## src/hw/rtl/assert_macros.svh

```systemverilog
// Assertion macros shared by the RTL.
// Depends on nothing; expects i_clk and i_rst_n in the including scope.
`ifndef ASSERT_MACROS_SVH
`define ASSERT_MACROS_SVH

// clocked property, masked while reset is held
`define ASSERT_CLK(label, prop, msg) \
    label: assert property (@(posedge i_clk) disable iff (!i_rst_n) prop) else $error(msg);

// implication that holds in the same cycle
`define ASSERT_IMPL(label, cond, prop, msg) \
    `ASSERT_CLK(label, (cond) |-> (prop), msg)

`endif

```

## src/hw/rtl/ntt_pkg.sv

```systemverilog
// Shared types and constants of the port translation table.
// No dependencies.
package ntt_pkg;

    localparam int ENTRIES     = 64;
    localparam int MAX_RETRIES = 16;
    localparam int IDX_W       = $clog2(ENTRIES);
    localparam int TRY_W       = $clog2(MAX_RETRIES + 1);
    localparam int QDEPTH      = 2;
    localparam int QPTR_W      = $clog2(QDEPTH);
    localparam int QCNT_W      = $clog2(QDEPTH + 1);
    localparam int CFG_IDX_W   = 4;
    localparam int CFG_W       = 16;

    localparam logic [15:0] PORT_LOW     = 16'd1024;
    localparam logic [15:0] PORT_SPAN    = 16'd64511;
    localparam logic [15:0] LFSR_TAPS    = 16'hB400;
    localparam logic [15:0] TIMEOUT_RST  = 16'd60;
    localparam logic [15:0] SEED_RST     = 16'd1;

    localparam logic [1:0] CMD_OUT  = 2'd0;
    localparam logic [1:0] CMD_IN   = 2'd1;
    localparam logic [1:0] CMD_TICK = 2'd2;
    localparam logic [1:0] CMD_NONE = 2'd3;

    localparam logic [1:0] ST_HIT  = 2'd0;
    localparam logic [1:0] ST_NEW  = 2'd1;
    localparam logic [1:0] ST_DROP = 2'd2;
    localparam logic [1:0] ST_FULL = 2'd3;

    localparam logic [CFG_IDX_W-1:0] CFG_TIMEOUT = CFG_IDX_W'(0);
    localparam logic [CFG_IDX_W-1:0] CFG_SEED    = CFG_IDX_W'(1);

    typedef struct packed {
        logic [1:0]  cmd;
        logic [31:0] priv_ip;
        logic [15:0] priv_port;
        logic [47:0] priv_mac;
        logic [31:0] remote_ip;
        logic [15:0] ext_port;
    } t_in;

    typedef struct packed {
        logic [1:0]  status;
        logic [15:0] mapped_port;
        logic [31:0] host_ip;
        logic [15:0] host_port;
        logic [47:0] host_mac;
        logic [31:0] peer_ip;
    } t_res;

    typedef struct packed {
        logic [31:0] host_ip;
        logic [15:0] host_port;
        logic [47:0] host_mac;
        logic [31:0] peer_ip;
        logic [15:0] pub_port;
        logic [31:0] touch;
    } t_entry;

    localparam int ENTRY_W = $bits(t_entry);

    typedef struct packed {
        logic [15:0] timeout;
        logic        seed_load;
        logic [15:0] seed;
    } t_cfg;

    typedef struct packed {
        logic valid;
        t_in  item;
    } t_qhead;

    function automatic logic [15:0] lfsr_step(input logic [15:0] l);
        logic [15:0] n;
        n = l >> 1;
        if (l[0]) n = n ^ LFSR_TAPS;
        return n;
    endfunction

endpackage

```

## src/hw/rtl/ntt_front.sv

```systemverilog
// Front end: accepts command beats, drops unused codes, queues the rest.
// Depends on ntt_pkg.
module ntt_front (
    input  logic           i_clk,
    input  logic           i_rst_n,
    input  logic           i_start,
    input  ntt_pkg::t_in   i_item,
    output logic           o_busy,
    input  logic           i_pop,
    output ntt_pkg::t_qhead o_head
);
    ntt_pkg::t_in r_q [ntt_pkg::QDEPTH];
    logic [ntt_pkg::QPTR_W-1:0] r_wp, r_rp;
    logic [ntt_pkg::QCNT_W-1:0] r_cnt;
    logic push, pop;

    assign o_busy = (r_cnt == ntt_pkg::QCNT_W'(ntt_pkg::QDEPTH));
    assign push = i_start && !o_busy && (i_item.cmd != ntt_pkg::CMD_NONE);
    assign pop  = i_pop && (r_cnt != '0);

    always_ff @(posedge i_clk) begin
        if (!i_rst_n) begin
            r_wp  <= '0;
            r_rp  <= '0;
            r_cnt <= '0;
        end else begin
            if (push) r_wp <= (r_wp == ntt_pkg::QPTR_W'(ntt_pkg::QDEPTH - 1)) ? '0 : r_wp + 1'b1;
            if (pop)  r_rp <= (r_rp == ntt_pkg::QPTR_W'(ntt_pkg::QDEPTH - 1)) ? '0 : r_rp + 1'b1;
            if (push && !pop) r_cnt <= r_cnt + 1'b1;
            else if (pop && !push) r_cnt <= r_cnt - 1'b1;
        end
    end

    always_ff @(posedge i_clk) begin
        if (push) r_q[r_wp] <= i_item;
    end

    assign o_head.valid = (r_cnt != '0);
    assign o_head.item  = r_q[r_rp];
endmodule

```

## config.mk

```make
export PLATFORM = sky130hd
export DESIGN_NAME = ntt_front
export DESIGN_NICKNAME = d
export VERILOG_FILES = /design/src/hw/rtl/assert_macros.svh /design/src/hw/rtl/ntt_pkg.sv /design/src/hw/rtl/ntt_front.sv
export SDC_FILE = /design/constraint.sdc
export NUM_CORES = 1
export LEC_CHECK = 0
export BUFFER_PORTS_ARGS = -buffer_cell sky130_fd_sc_hd__buf_2
export CAP_MARGIN = 40
export CORE_MARGIN = 3
export CORE_UTILIZATION = 52
export DETAILED_ROUTE_END_ITERATION = 8
export MAX_ROUTING_LAYER = met4
export PLACE_DENSITY = 0.81
export SYNTH_ARGS = -nofsm -noshare
export SYNTH_HDL_FRONTEND = slang
export SYNTH_SLANG_ARGS = --single-unit
```

## constraint.sdc

```tcl
create_clock -name i_clk -period 9.9 [get_ports i_clk]
set_input_delay 0.99 -clock i_clk [delete_from_list [all_inputs] [get_ports i_clk]]
set_output_delay 0.99 -clock i_clk [all_outputs]
set_load 0.01 [all_outputs]
```

* Yosys cells after proc, flatten, opt, wreduce, memory -nomap -nowiden
Memories as Yosys holds them, arrays and structs flattened. A register that Yosys moved wholly into a read port is not among the register bits.
Cells that the tools add are included.
** Storage, ports and cells
- Register bits after elaboration :: 4
- RAM bits :: 292
- Bits of input ports :: 150
- Output and inout bits :: 148
- Logic and storage cells :: 28
- Memories :: 1
** Cells by class
- Add/sub/neg operators :: 4
- Equal/unequal tests :: 2
- Mux-type cells :: 8
- Reductions and logical operators :: 10
** Memory list
- r_q :: words 2, width 146, read ports 1, clocked after Yosys merged registers in 1, wr ports 1, RTL line ntt_front.sv:12 : ntt_pkg::t_in r_q [ntt_pkg::QDEPTH];
** Operators by type and width (count)
- $mux W1 :: 6
- $logic_and A1 B1 Y1 :: 5
- $mux W2 :: 2
- $reduce_bool A2 Y1 :: 2
- $logic_not A1 Y1 :: 3
- $add A1 B1 Y1 const B :: 2
- $add A2 B1 Y2 const B :: 1
- $eq A2 B2 Y1 const B :: 1
- $ne A2 B2 Y1 const B :: 1
- $sub A2 B1 Y2 const B :: 1

* Logic depth before layout (Yosys ltp)
- Depth after elaboration :: 8
- Mapped depth :: 6

* Least setup slack after synthesis
Ideal clock, no wire load.
- Path kind :: in2reg
- Start :: in i_item[144] in the netlist's numbering
- End :: mem r_q[0][0] in the netlist's numbering, enable pin
- Arrival time :: 7723 ps
- Required time :: 9230 ps
- Slack :: 1507 ps
- Cell stages on the path :: 2
- Cells stage by stage :: a211oi_4 nor2b_1
** On the way
- Longest elaborated chain between the ends :: 4
** RTL lines
- from (decl) :: RTL line ntt_front.sv:7 : input ntt_pkg::t_in i_item,
- $ne A2 B2 Y1 :: RTL line ntt_front.sv:18 : assign push = i_start && !o_busy && (i_item.cmd != ntt_pkg::CMD_NONE);
- $logic_and A1 B1 Y1 :: RTL line ntt_front.sv:18
- $mux W1 :: RTL line ntt_front.sv:35 : if (push) r_q[r_wp] <= i_item;
- $mux W1 (not written as such) :: RTL line ntt_front.sv:35
- to (decl) :: RTL line ntt_front.sv:12
Every way passes these cells.

==> impl_metrics.py <==
metrics = {
    "cts": {
        "cts_resized": 0,
        "post_cts_buffers": 0,
        "root_buffer": "clkbuf_16",
        "htree_levels": 1,
        "insertion_delay_ns": 0.52,
        "clkSinkCount": 297,
        "cts_buffers": 29,
        "cts_buffer_depth": 3,
        "cts_hold_buf": 0,
        "cts.clk_slew.worst_paths_ns": 0.06,
        "cts_tree": "done",
    },
    "placement": {
        "hpwl_um": 13700,
        "pre_cts_slack_ns": 6.65,
        "portBuffers": 297,
        "place_congestion": 0.740,
    },
    "setup_path": {
        "path_class": "reg2out",
        "cp_common_cell": "buf_16",
        "crit_chain": "buf_16, buf_4, buf_16, mux2_2, buf_2",
        "crit_arrival_ns": 2.54,
        "cp_data_required_time_ns": 8.91,
        "max_stage_delay_ns": 0.46,
        "cp.depth": 5,
        "critPathLaunchType": "register",
        "path_max_fanout": 65,
        "rr_worst_depth": 6,
        "crit_path_end_kind": "primary output",
        "crit-reg2reg-launch": "r_cnt[0]",
        "critPathBufInv": 4,
        "cpLargestDelayFamily": "buffers and inverters",
        "cp_slowest_cell": "dfxtp_4",
    },
    "floorplanning": {
        "core_um2": 20300,
        "io_pins": 298,
        "die_area_um2": 22500,
        "die_x_um": 150,
        "fp.dieH_um": 150,
        "initial_utilization": 0.531,
        "rows": 52,
    },
    "pwr": {
        "p_clk_frac": 0.285,
        "ir_drop_v": 0.000226,
        "power_frac_comb": 0.247,
        "power_frac_seq": 0.468,
        "p_int_mw": 2.53,
        "p_sw_mw": 0.904,
        "leakage_nw": 5.01,
        "switching_share": 0.263,
        "powerDensity_nw_per_um2": 253,
    },
    "logic_synthesis": {
        "synth_area_leader_cell": "edfxtp_1",
        "yosys.area.top_type_share": 0.813,
        "netlist_area_um2": 10800,
        "synthCells": 479,
        "yosysWarnings": 0,
        "ys_ff_latch": 297,
        "ys_seq_area_frac": 0.823,
        "syn-num-nets": 630,
        "synth_cell_types": 21,
        "avgSynthCellArea_um2": 22.5,
        "synthTopCellsByArea": "edfxtp_1, mux2_2, buf_4",
    },
    "sta": {
        "post-route-period-util": 0.356,
        "timing.final.hold_violations": 0,
        "rsz0062_at_grt": "false",
        "slew_violations": 0,
        "fin_ws_ns": 6.37,
        "tns_ns": 0,
        "max_freq_ghz": 0.283,
        "skew_ns": 0.00930,
        "relSlewSlack": 0.705,
        "tightestPinTransition_ns": 0.443,
        "period_needed_ns": 3.53,
        "final-setup-viol-count": 0,
    },
    "drt": {
        "detail_route.wl_per_cell_um": 18.6,
        "drcViolationCount": 0,
        "num_vias": 5509,
        "vias_per_cell": 5.04,
        "firstDrtPassIters": 6,
        "routed_wl_um": 20300,
        "drt-initial-drc-count": 212,
        "drtAntennaViolNets": 0,
    },
    "global_route": {
        "grt_pass1_wl_um": 29800,
        "antenna_found_initial": 0,
        "grt_pass1_vias": 5744,
        "track_usage": 0.176,
        "grt_max_degree": 66,
        "overflow": 0,
    },
    "layout": {
        "drive_gt1_frac": 0.605,
        "multi_input_area_um2": 1800,
        "area_delta_synth_final_pct": 25.8,
        "num-fill-cells": 1328,
        "regArea_um2": 8870,
        "final_nets": 952,
    },
    "job": {
        "max_cap_violations": 0,
    },
    "worst_hold_path": {
        "worstHoldPathType": "reg2reg",
        "worstHoldStart": "r_wp",
        "hold_path_depth": 2,
    },
    "status": {
        "status": "completed",
    },
}
-- worst register-to-register path, stage by stage (launching register included) --
cell      delay (ns)
dfxtp_1         0.43
nor2b_2         0.10
a211oi_4        0.30
and2_4          0.49
buf_16          0.31
buf_4           0.33
buf_16          0.31
-- kinds of logic after synthesis --
family,synth area share
compound gates,0.00348
xor+xnor,0.00244
fa+ha+maj,0.00116
buf+inv,0.0110
flops,0.823
mux,0.153
simple gates,0.00580
-- path summary, 6_finish.rpt --
kind / endpoint / slack, ns
worst max-delay path: o_head[47] / 6.37
worst min register to register: r_wp / 0.53
worst min-delay path: r_wp / 0.53
worst max register to register: r_q[1][69] / 7.26
-- sequential cells by signal (all words and copies together), names as in the netlist, named ones only --
signal and flops:
r_q 292, r_wp 1, r_rp 1, r_cnt 2
-- layout make-up --
cell class | instances | share of cell area
antenna | 1 | 0.000185
clock buffer | 37 | 0.0557
clock inverter | 15 | 0.00738
inverter | 1 | 0.000277
multi-input combinational | 165 | 0.133
sequential | 297 | 0.654
tap | 270 | 0.0249
timing repair buffer | 307 | 0.124
-- synth_stat cells (all sizes together) --
cell / number
xnor2: 2
mux2i: 1
xor2: 1
and2: 4
edfxtp: 292
ha: 1
or2: 1
or3: 1
inv: 1
nand2: 1
mux2: 146
o21ai: 2
dfxtp: 5
buf: 16
a211oi: 1
a21boi: 1
nor2b: 2
nand2b: 1
-- per-layer routing --
layer | GRT usage | part of all wire | vias up
li1 | - | - | 2559
met1 | 0.199 | 0.36 | 2665
met2 | 0.298 | 0.52 | 232
met3 | 0.0536 | 0.087 | 53
met4 | 0.0604 | 0.033 | 0
met5 | - | 0 | -
-- placed cells by master, fill, tap and decap left out, types with 2 or more instances in the layout --
cell type     n
mux2_2      146
edfxtp_1    292
dfxtp_1       4
clkinvlp_4    3
clkbuf_16    29
clkinv_2      5
xnor2_1       2
clkbuf_1      8
buf_16        6
clkinv_1      6
buf_4         4
and2_1        3
buf_2       297
-- power groups by stage --
stage	combinational, mW	sequential [mW]	clock [mW]
finish	0.847	1.60	0.979
detailed placement	0.856	1.63	0
global placement	0.781	1.66	0
floorplan	0.532	1.65	0
global route	0.908	1.62	1.06
CTS	0.864	1.61	1.01
-- metrics by stage --
step	std cells	hold WS [ns]	cell area (um2)	power (mW)	util
CTS	1092	0.528	13600	3.48	0.668
finish	1093	0.528	13600	3.43	0.668
global route	1092	0.546	13600	3.58	0.668
global placement	1034	0.492	12500	2.44	0.617
detailed placement	1040	0.519	12700	2.49	0.626
floorplan	479	0.451	10800	2.18	-
Power figures use the tool's default switching activity.
